===== config.mk =====
export PLATFORM = sky130hd
export DESIGN_NAME = bell_tone_generator_unit_flat
export DESIGN_NICKNAME = d
export VERILOG_FILES = /design/src/sv/btg_pkg.sv /design/src/sv/btg_req_if.sv /design/src/sv/btg_rsp_if.sv /design/src/sv/btg_rate_pipe.sv /design/src/sv/btg_voice.sv /design/src/sv/bell_tone_generator_unit.sv /design/src/flat_wrapper.sv
export SDC_FILE = /design/constraint.sdc
export NUM_CORES = 2
export LEC_CHECK = 0
export BUFFER_PORTS_ARGS = -buffer_cell sky130_fd_sc_hd__buf_2
export CORE_MARGIN = 1
export CORE_UTILIZATION = 40
export CTS_CLUSTER_SIZE = 20
export DETAILED_ROUTE_END_ITERATION = 6
export GPL_TIMING_DRIVEN = 0
export SLEW_MARGIN = 0
export SYNTH_ARGS = -nofsm -noshare
export SYNTH_HDL_FRONTEND = slang
export SYNTH_SLANG_ARGS = --single-unit

===== constraint.sdc =====
create_clock -name clk -period 20.8 [get_ports clk]
set_clock_uncertainty 0.1 [all_clocks]
set_input_delay 3.12 -clock clk [delete_from_list [all_inputs] [get_ports clk]]
set_output_delay 3.12 -clock clk [all_outputs]
set_load 0.05 [all_outputs]

===== src/sv/btg_pkg.sv =====
// ----------------------------------------------------------------------------
// btg_pkg
// Shared types, constants and the sine table of the bell tone generator.
// ----------------------------------------------------------------------------
package btg_pkg;

  localparam logic [17:0] MIXER_RATE_RESET = 18'd48000;
  localparam logic [15:0] MIN_PITCH        = 16'd20;
  localparam logic [6:0]  VOLUME_MAX       = 7'd100;

  // floor(x / 1000) = floor((x >> 3) * DIV_MAGIC >> DIV_SHIFT) for x < 2^34
  localparam int          DIV_PRE_SHIFT    = 3;
  localparam int          DIV_SHIFT        = 38;
  localparam logic [31:0] DIV_MAGIC        = 32'd2199023256;

  localparam int          COUNT_W          = 25;

  localparam logic        OP_START         = 1'b0;
  localparam logic        OP_TICK          = 1'b1;

  localparam logic [1:0]  STATUS_STARTED     = 2'd0;
  localparam logic [1:0]  STATUS_ZERO_PERIOD = 2'd1;
  localparam logic [1:0]  STATUS_POLLED      = 2'd2;
  localparam logic [1:0]  STATUS_TICK        = 2'd3;

  typedef struct packed {
    logic        operation;
    logic [15:0] pitch_hz;
    logic [15:0] period_ms;
    logic [6:0]  volume_pct;
    logic        polled;
  } btg_req_t;

  typedef struct packed {
    logic [17:0]        play_rate;
    logic [23:0]        sample_total;
    logic [1:0]         start_status;
    logic signed [15:0] sample;
    logic               sample_valid;
    logic               last_sample;
  } btg_rsp_t;

  typedef struct packed {
    logic [1:0]         status;
    logic [17:0]        rate;
    logic [1:0]         step_log;
    logic [6:0]         volume;
    logic [COUNT_W-1:0] count;
  } btg_job_t;

  function automatic logic signed [24:0] wave_point(input logic [3:0] idx);
    logic signed [24:0] val;
    case (idx)
      4'd0:    val = 25'sd0;
      4'd1:    val = 25'sd4930687;
      4'd2:    val = 25'sd9110723;
      4'd3:    val = 25'sd11903733;
      4'd4:    val = 25'sd12884508;
      4'd5:    val = 25'sd11903733;
      4'd6:    val = 25'sd9110723;
      4'd7:    val = 25'sd4930687;
      4'd8:    val = 25'sd0;
      4'd9:    val = -25'sd4930688;
      4'd10:   val = -25'sd9110724;
      4'd11:   val = -25'sd11903734;
      4'd12:   val = -25'sd12884509;
      4'd13:   val = -25'sd11903734;
      4'd14:   val = -25'sd9110724;
      4'd15:   val = -25'sd4930688;
      default: val = 25'sd0;
    endcase
    return val;
  endfunction

endpackage


===== src/sv/btg_req_if.sv =====
// ----------------------------------------------------------------------------
// btg_req_if
// Request channel: start and tick transactions with valid/ready handshake.
// ----------------------------------------------------------------------------
interface btg_req_if;
  logic        valid;
  logic        ready;
  logic        operation;
  logic [15:0] pitch_hz;
  logic [15:0] period_ms;
  logic [6:0]  volume_pct;
  logic        polled;

  modport source (
    output valid, operation, pitch_hz, period_ms, volume_pct, polled,
    input  ready
  );

  modport sink (
    input  valid, operation, pitch_hz, period_ms, volume_pct, polled,
    output ready
  );
endinterface


===== src/sv/btg_rsp_if.sv =====
// ----------------------------------------------------------------------------
// btg_rsp_if
// Result channel: one result transaction per request, valid/ready handshake.
// ----------------------------------------------------------------------------
interface btg_rsp_if;
  logic               valid;
  logic               ready;
  logic [17:0]        play_rate;
  logic [23:0]        sample_total;
  logic [1:0]         start_status;
  logic signed [15:0] sample;
  logic               sample_valid;
  logic               last_sample;

  modport source (
    output valid, play_rate, sample_total, start_status, sample, sample_valid,
           last_sample,
    input  ready
  );

  modport sink (
    input  valid, play_rate, sample_total, start_status, sample, sample_valid,
           last_sample,
    output ready
  );
endinterface


===== src/sv/btg_rate_pipe.sv =====
// ----------------------------------------------------------------------------
// btg_rate_pipe
// Input register, mode select, play rate and bell length in samples
// (rate * period / 1000 through a reciprocal multiply), with per-stage stall.
// ----------------------------------------------------------------------------
module btg_rate_pipe (
  input  logic              clk,
  input  logic              rst,
  input  logic              cfg_we,
  input  logic [17:0]       cfg_wdata,
  input  logic              req_valid,
  output logic              req_ready,
  input  btg_pkg::btg_req_t req,
  output logic              job_valid,
  input  logic              job_ready,
  output btg_pkg::btg_job_t job
);
  import btg_pkg::*;

  typedef struct packed {
    logic [1:0]  status;
    logic [17:0] rate;
    logic [1:0]  step_log;
    logic [6:0]  volume;
    logic [15:0] period;
  } s1_t;

  typedef struct packed {
    logic [1:0]  status;
    logic [17:0] rate;
    logic [1:0]  step_log;
    logic [6:0]  volume;
    logic [33:0] product;
  } s2_t;

  logic [17:0] mixer_rate;
  btg_req_t    s0;
  s1_t         s1, s1_next;
  s2_t         s2, s2_next;
  btg_job_t    s3_next;
  logic        v0, v1, v2;
  logic        adv0, adv1, adv2, adv3;

  logic [17:0] pitch_ext;
  logic [17:0] pitch_cap;
  logic [19:0] rate_wide;
  logic [2:0]  rate_shift;
  logic [62:0] quot_wide;

  function automatic logic [17:0] req_pitch_min(input logic [15:0] pitch);
    return {2'b00, (pitch < MIN_PITCH) ? MIN_PITCH : pitch};
  endfunction

  always_ff @(posedge clk) begin
    if (rst) begin
      mixer_rate <= MIXER_RATE_RESET;
    end else if (cfg_we) begin
      mixer_rate <= cfg_wdata;
    end
  end

  assign adv3      = !job_valid || job_ready;
  assign adv2      = !v2 || adv3;
  assign adv1      = !v1 || adv2;
  assign adv0      = !v0 || adv1;
  assign req_ready = adv0;

  // mode select and play rate
  always_comb begin
    s1_next   = '0;
    pitch_ext = (req_pitch_min(s0.pitch_hz));
    pitch_cap = pitch_ext;
    if (pitch_ext <= (mixer_rate >> 4)) begin
      s1_next.step_log = 2'd0;
    end else if (pitch_ext <= (mixer_rate >> 3)) begin
      s1_next.step_log = 2'd1;
    end else if (pitch_ext <= (mixer_rate >> 2)) begin
      s1_next.step_log = 2'd2;
    end else begin
      s1_next.step_log = 2'd3;
      if (pitch_ext > (mixer_rate >> 1)) begin
        pitch_cap = mixer_rate >> 1;
      end
    end
    rate_shift     = 3'd4 - {1'b0, s1_next.step_log};
    rate_wide      = {2'b00, pitch_cap} << rate_shift;
    s1_next.rate   = rate_wide[17:0];
    s1_next.period = s0.period_ms;
    s1_next.volume = (s0.volume_pct > VOLUME_MAX) ? VOLUME_MAX : s0.volume_pct;
    if (s0.operation == OP_TICK) begin
      s1_next.status = STATUS_TICK;
    end else if (s0.period_ms == 16'd0) begin
      s1_next.status = STATUS_ZERO_PERIOD;
    end else if (s0.polled) begin
      s1_next.status = STATUS_POLLED;
    end else begin
      s1_next.status = STATUS_STARTED;
    end
  end

  always_comb begin
    s2_next          = '0;
    s2_next.status   = s1.status;
    s2_next.rate     = s1.rate;
    s2_next.step_log = s1.step_log;
    s2_next.volume   = s1.volume;
    s2_next.product  = 34'(s1.rate) * 34'(s1.period);
  end

  // divide by 1000: drop three bits, then multiply by the reciprocal of 125
  assign quot_wide = 63'(s2.product[33:DIV_PRE_SHIFT]) * 63'(DIV_MAGIC);

  always_comb begin
    s3_next          = '0;
    s3_next.status   = s2.status;
    s3_next.rate     = s2.rate;
    s3_next.step_log = s2.step_log;
    s3_next.volume   = s2.volume;
    s3_next.count    = quot_wide[DIV_SHIFT +: COUNT_W];
  end

  always_ff @(posedge clk) begin
    if (rst) begin
      v0        <= 1'b0;
      v1        <= 1'b0;
      v2        <= 1'b0;
      job_valid <= 1'b0;
    end else begin
      if (adv0) begin
        v0 <= req_valid;
      end
      if (adv1) begin
        v1 <= v0;
      end
      if (adv2) begin
        v2 <= v1;
      end
      if (adv3) begin
        job_valid <= v2;
      end
    end
  end

  always_ff @(posedge clk) begin
    if (adv0 && req_valid) begin
      s0 <= req;
    end
    if (adv1 && v0) begin
      s1 <= s1_next;
    end
    if (adv2 && v1) begin
      s2 <= s2_next;
    end
    if (adv3 && v2) begin
      job <= s3_next;
    end
  end

endmodule


===== src/sv/btg_voice.sv =====
// ----------------------------------------------------------------------------
// btg_voice
// Sample sequencer and result register: arms the bell on start, steps the
// sine table on tick, scales by volume.
// ----------------------------------------------------------------------------
module btg_voice (
  input  logic              clk,
  input  logic              rst,
  input  logic              job_valid,
  output logic              job_ready,
  input  btg_pkg::btg_job_t job,
  output logic              rsp_valid,
  input  logic              rsp_ready,
  output btg_pkg::btg_rsp_t rsp
);
  import btg_pkg::*;

  logic [3:0]         phase_index, phase_index_next;
  logic [3:0]         phase_step, phase_step_next;
  logic [23:0]        samples_left, samples_left_next;
  logic [6:0]         scale_volume, scale_volume_next;
  btg_rsp_t           rsp_next;

  logic [3:0]         point_mask;
  logic [COUNT_W-1:0] rounded;
  logic [23:0]        total;
  logic signed [32:0] tick_prod;
  logic               take;

  assign job_ready = !rsp_valid || rsp_ready;
  assign take      = job_valid && job_ready;

  // round up to whole waves, saturate below 2^24
  assign point_mask = 4'hF >> job.step_log;
  assign rounded    = (job.count + COUNT_W'(point_mask)) & ~COUNT_W'(point_mask);
  assign total      = rounded[24] ? ({24{1'b1}} & ~24'(point_mask)) : rounded[23:0];

  assign tick_prod  = wave_point(phase_index) * $signed({1'b0, scale_volume});

  always_comb begin
    phase_index_next      = phase_index;
    phase_step_next       = phase_step;
    samples_left_next     = samples_left;
    scale_volume_next     = scale_volume;
    rsp_next              = '0;
    rsp_next.start_status = job.status;
    case (job.status)
      STATUS_STARTED: begin
        rsp_next.play_rate    = job.rate;
        rsp_next.sample_total = total;
        phase_index_next      = (job.step_log == 2'd3) ? 4'd4 : 4'd0;
        phase_step_next       = 4'd1 << job.step_log;
        samples_left_next     = total;
        scale_volume_next     = job.volume;
      end
      STATUS_TICK: begin
        if (samples_left != 24'd0) begin
          rsp_next.sample       = tick_prod[31:16];
          rsp_next.sample_valid = 1'b1;
          rsp_next.last_sample  = (samples_left == 24'd1);
          samples_left_next     = samples_left - 24'd1;
          phase_index_next      = phase_index + phase_step;
        end
      end
      default: begin
      end
    endcase
  end

  always_ff @(posedge clk) begin
    if (rst) begin
      phase_index  <= 4'd0;
      phase_step   <= 4'd1;
      samples_left <= 24'd0;
      scale_volume <= 7'd0;
      rsp_valid    <= 1'b0;
    end else begin
      if (job_ready) begin
        rsp_valid <= job_valid;
      end
      if (take) begin
        phase_index  <= phase_index_next;
        phase_step   <= phase_step_next;
        samples_left <= samples_left_next;
        scale_volume <= scale_volume_next;
      end
    end
  end

  always_ff @(posedge clk) begin
    if (take) begin
      rsp <= rsp_next;
    end
  end

endmodule


===== src/sv/bell_tone_generator_unit.sv =====
// ----------------------------------------------------------------------------
// bell_tone_generator_unit
// Bell tone generator on a 16-point sine table.
// ----------------------------------------------------------------------------
// Takes one request transaction per clock when the result side keeps up and
// returns one result transaction per request, in order. Each result passes
// through the bell-length path: input register, mode select, the
// rate-by-period multiply, the reciprocal multiply for the divide by 1000,
// then the sequencer and result register. Each stage stalls only when the
// stage after it is full, so bubbles are squeezed out while a result waits.
// Write mixer_rate only while no transaction is in flight.
// ----------------------------------------------------------------------------
module bell_tone_generator_unit (
  input  logic        clk,
  input  logic        rst,
  input  logic        cfg_we,
  input  logic [17:0] cfg_wdata,
  btg_req_if.sink     request,
  btg_rsp_if.source   result
);
  import btg_pkg::*;

  btg_req_t req;
  btg_job_t job;
  btg_rsp_t rsp;
  logic     job_valid;
  logic     job_ready;

  assign req.operation  = request.operation;
  assign req.pitch_hz   = request.pitch_hz;
  assign req.period_ms  = request.period_ms;
  assign req.volume_pct = request.volume_pct;
  assign req.polled     = request.polled;

  btg_rate_pipe u_rate_pipe (
    .clk       (clk),
    .rst       (rst),
    .cfg_we    (cfg_we),
    .cfg_wdata (cfg_wdata),
    .req_valid (request.valid),
    .req_ready (request.ready),
    .req       (req),
    .job_valid (job_valid),
    .job_ready (job_ready),
    .job       (job)
  );

  btg_voice u_voice (
    .clk       (clk),
    .rst       (rst),
    .job_valid (job_valid),
    .job_ready (job_ready),
    .job       (job),
    .rsp_valid (result.valid),
    .rsp_ready (result.ready),
    .rsp       (rsp)
  );

  assign result.play_rate    = rsp.play_rate;
  assign result.sample_total = rsp.sample_total;
  assign result.start_status = rsp.start_status;
  assign result.sample       = rsp.sample;
  assign result.sample_valid = rsp.sample_valid;
  assign result.last_sample  = rsp.last_sample;

endmodule

===== src/flat_wrapper.sv =====
// flat-port wrapper written by rule: the top's interface ports become plain ports
module bell_tone_generator_unit_flat import btg_pkg::*;
  (clk, rst, cfg_we, cfg_wdata, request_valid, request_operation, request_pitch_hz, request_period_ms, request_volume_pct, request_polled, request_ready, result_valid, result_play_rate, result_sample_total, result_start_status, result_sample, result_sample_valid, result_last_sample, result_ready);
  btg_req_if request_i ();
  btg_rsp_if result_i ();
  input  logic clk;
  input  logic rst;
  input  logic cfg_we;
  input  logic [17:0] cfg_wdata;
  input wire logic [$bits(request_i.valid)-1:0] request_valid;
  input wire logic [$bits(request_i.operation)-1:0] request_operation;
  input wire logic [$bits(request_i.pitch_hz)-1:0] request_pitch_hz;
  input wire logic [$bits(request_i.period_ms)-1:0] request_period_ms;
  input wire logic [$bits(request_i.volume_pct)-1:0] request_volume_pct;
  input wire logic [$bits(request_i.polled)-1:0] request_polled;
  output wire logic [$bits(request_i.ready)-1:0] request_ready;
  output wire logic [$bits(result_i.valid)-1:0] result_valid;
  output wire logic [$bits(result_i.play_rate)-1:0] result_play_rate;
  output wire logic [$bits(result_i.sample_total)-1:0] result_sample_total;
  output wire logic [$bits(result_i.start_status)-1:0] result_start_status;
  output wire logic [$bits(result_i.sample)-1:0] result_sample;
  output wire logic [$bits(result_i.sample_valid)-1:0] result_sample_valid;
  output wire logic [$bits(result_i.last_sample)-1:0] result_last_sample;
  input wire logic [$bits(result_i.ready)-1:0] result_ready;
  assign request_i.valid = request_valid;
  assign request_i.operation = request_operation;
  assign request_i.pitch_hz = request_pitch_hz;
  assign request_i.period_ms = request_period_ms;
  assign request_i.volume_pct = request_volume_pct;
  assign request_i.polled = request_polled;
  assign request_ready = request_i.ready;
  assign result_valid = result_i.valid;
  assign result_play_rate = result_i.play_rate;
  assign result_sample_total = result_i.sample_total;
  assign result_start_status = result_i.start_status;
  assign result_sample = result_i.sample;
  assign result_sample_valid = result_i.sample_valid;
  assign result_last_sample = result_i.last_sample;
  assign result_i.ready = result_ready;
  bell_tone_generator_unit u_core (.clk(clk), .rst(rst), .cfg_we(cfg_we), .cfg_wdata(cfg_wdata), .request(request_i), .result(result_i));
endmodule

==> flow_summary_export.csv <==
group,metric,value,unit
run_status,status,"complete, no violations",
final_layout,nFillCells,10036,
detailed_routing,routedWlPerCell,18.3,um
synth,syn_inst,4081,
cts,clkSinkCount,332,
detailed_routing,vias,28261,
setup_path,start_kind,"flop",
cts,cts_resized,0,
final_layout,diodes,0,
sta,worstMarginPinSlew,1.12,ns
cts,clock_latency,0.57,ns
placed_design,dp_hpwl,86300,um
synth,synth_compound_area_share,6.51,%
floorplan,rows,118,
global_routing,grt_overflow,0,
floorplan,die_y,326,um
placed_design,io_buffers,123,
floorplan,die_x,326,um
setup_path,worstPathRequired,21.02,ns
detailed_routing,drc,0,
final_layout,drive_above_1_share,5.42,%
sta,setup_viol,0,
detailed_routing,drt_iter0_markers,1642,
global_routing,grt_pass1_wl,166000,um
synth,synth_edf_count,261,
floorplan,dieArea,106000,um^2
setup_path,worst-path-max-fanout,11,
final_layout,syn_to_final_growth,9.10,%
cts,cts_setup_buffers,0,
synth,ys_types,76,
floorplan,pin_count,128,
global_routing,grt_max_degree,33,
sta,slew_headroom,25.3,%
placed_design,gp_congestion,0.922,
synth,synth_xor_area_share,2.04,%
setup_path,crit_path_end_kind,"flop",
global_routing,grt_pass1_vias,29803,
sta,fin_setup_tns,0,ns
sta,hold_viol,0,
hold_path,worstHoldPathType,"flop to flop",
synth,synthMuxAreaShare,1.40,%
synth,ys_ff_latch,332,
synth,synth_fa_ha_area_share,48.8,%
global_routing,antenna_found_initial,9,
detailed_routing,dr.pass1.iters,6,
detailed_routing,antenna_left,0,
sta,grt_setup_unrepaired,"no",
synth,synth_ff_type,"edfxtp_1",
final_layout,layout.nets,5572,
sta,final.min_clock_period,8.35,ns
cts,cts_max_level,2,
detailed_routing,wirelength,104000,um
cts,cts.path.max_buffers,3,
synth,synth-simple-area-share,9.62,%
floorplan,start_util,40.5,%
cts,ctsHoldBuffers,0,
cts,cts_buffers,38,
cts,root_buffer,"clkbuf_16",
global_routing,grt_usage,20.0,%
synth,synth_top_family_by_area,"adder cells",
cts,cts_tree,"yes",
synth,synth-warning-count,0,
synth,syn-cell-area,42100,um^2
detailed_routing,via_per_inst,4.99,
synth,mappedNetlistNets,5403,
cts,clk_pin_slew,0.06,ns
sta,drv_slew,0,
sta,timing.final.crit_share,40.2,%
setup_path,path_class,"flop to flop",
job,cap_violations,0,
setup_path,cp.arrival,8.57,ns
synth,synth_seq_area_share,22.0,%
synth,synth-async-reset-ratio,0,%
synth,syn_avg_cell_area,10.3,um^2
sta,fmaxAchievable,120,MHz
floorplan,core,104000,um^2
## area by class of cell
class / instances / area, um^2 / share of cell area (%)
Buffer: 109 / 420 / 0.916
Clock buffer: 49 / 1060 / 2.30
Clock inverter: 21 / 256 / 0.559
Inverter: 965 / 3620 / 7.89
Multi-Input combinational cell: 2675 / 28800 / 62.8
Sequential cell: 332 / 9260 / 20.2
Tap cell: 1380 / 1730 / 3.76
Timing Repair Buffer: 129 / 736 / 1.60
## synth_stat cells, types with 5 or more instances
master	instances	area share, %
xor2_1	39	0.81
and4_1	7	0.15
o31ai_1	5	0.089
o21a_1	15	0.27
a31oi_1	5	0.074
inv_1	961	8.6
o211ai_1	22	0.39
a211oi_1	14	0.25
nor2b_1	18	0.27
nor3_1	34	0.40
or3_1	5	0.074
buf_2	6	0.071
buf_1	6	0.054
a2111oi_0	8	0.17
dfxtp_1	71	3.4
o21bai_1	11	0.20
clkbuf_1	96	0.86
fa_1	639	30
nand2_1	306	2.7
xnor2_1	59	1.2
nand3_1	56	0.67
ha_1	619	18
o22ai_1	9	0.13
or2_2	8	0.12
edfxtp_1	261	19
a21o_1	54	0.96
o21ai_1	6	0.071
nand4_1	26	0.39
o21ai_0	72	0.86
nor4_1	13	0.19
and3_1	20	0.30
a22oi_1	6	0.11
mux2i_1	44	1.0
a21boi_0	5	0.089
a21oi_1	168	2.0
nor2_1	123	1.1
and2_1	181	2.7
mux2_2	5	0.13
nand2b_1	14	0.21
## worst paths after layout
| path | from | endpoint | slack (ns) | cells past startpoint |
|---|---|---|---|---|
| max | u_core.u_rate_pipe.s2[13] | u_core.u_rate_pipe.job[18] | 12.45 | 23 |
| min | u_core.u_rate_pipe.s2[50] | u_core.u_rate_pipe.job[41] | 0.31 | 0 |
| max reg2reg | u_core.u_rate_pipe.s2[13] | u_core.u_rate_pipe.job[18] | 12.45 | 23 |
| min reg2reg | u_core.u_rate_pipe.s2[50] | u_core.u_rate_pipe.job[41] | 0.31 | 0 |
## metrics by stage
stage	setup slack, ns	std cells	hold WS (ns)	utilization [%]	cell area, um^2
after floorplan	12.58	4081	0.300	-	42100
after global placement	10.51	5584	0.301	42.7	44400
after detailed placement	12.49	5590	0.305	42.9	44600
after CTS	12.47	5660	0.297	44.2	45900
after global routing	12.11	5660	0.304	44.2	45900
final	12.45	5660	0.308	44.2	45900
## flip-flops by register name (all words and copies together) (netlist names), 4 cells and up, named ones only
register,count
u_core.u_voice.scale_volume,7
u_core.u_rate_pipe.s1,45
u_core.u_rate_pipe.s0,41
u_core.u_rate_pipe.s2,60
u_core.u_voice.samples_left,24
u_core.u_voice.phase_index,4
u_core.u_voice.phase_step,4
u_core.u_rate_pipe.job,54
u_core.u_voice.rsp,61
u_core.u_rate_pipe.mixer_rate,17
## layer usage
| metal | GRT usage [%] | wire [um] | vias to the layer above |
|---|---|---|---|
| li1 | - | - | 13377 |
| met1 | 27.8 | 46500 | 14043 |
| met2 | 33.3 | 49000 | 692 |
| met3 | 2.62 | 5630 | 149 |
| met4 | 4.68 | 2420 | 0 |
| met5 | 0 | 0 | - |
## logic make-up after synthesis
group,after synthesis
AND/OR/NAND/NOR,828
buffers and inverters,1074
multiplexers,54
AO/OA/AOI/OAI,436
other,1
XOR/XNOR,98
adder cells (fa/ha/maj),1258
flip-flops,332
## cells in the final DEF, fill, tap and decap left out, types with 15 or more instances in the layout
master	Yosys	routed
a21oi_1	168	168
nor2_1	123	123
ha_1	619	619
o21a_1	15	15
nor2b_1	18	16
edfxtp_1	261	261
a21o_1	54	54
fa_1	639	639
dfxtp_1	71	71
xor2_1	39	39
xnor2_1	59	59
and3_1	20	20
clkbuf_1	96	104
mux2i_1	44	44
nand3_1	56	56
inv_1	961	961
and2_1	181	181
o211ai_1	22	22
nand4_1	26	26
nor3_1	34	34
o21ai_0	72	72
buf_2	6	129
clkbuf_16	0	41
nand2_1	306	306
## critical path, stage by stage (launching register included)
cell and delay (ns):
edfxtp_1 0.97, ha_1 0.39, fa_1 0.41, fa_1 0.49
inv_1 0.05, fa_1 0.47, inv_1 0.05, fa_1 0.49
fa_1 0.52, fa_1 0.50, inv_1 0.05, fa_1 0.48
inv_1 0.04, ha_1 0.32, a22oi_1 0.18, o211ai_1 0.15
o211ai_1 0.23, o211ai_1 0.18, a221oi_1 0.92, a211oi_1 0.28
nor2_1 0.21, o21ai_0 0.16, a311oi_1 0.34, xnor2_1 0.11
Power is not shown: default switching activity piles up to over one toggle a cycle in this logic, so the estimate is an artifact.
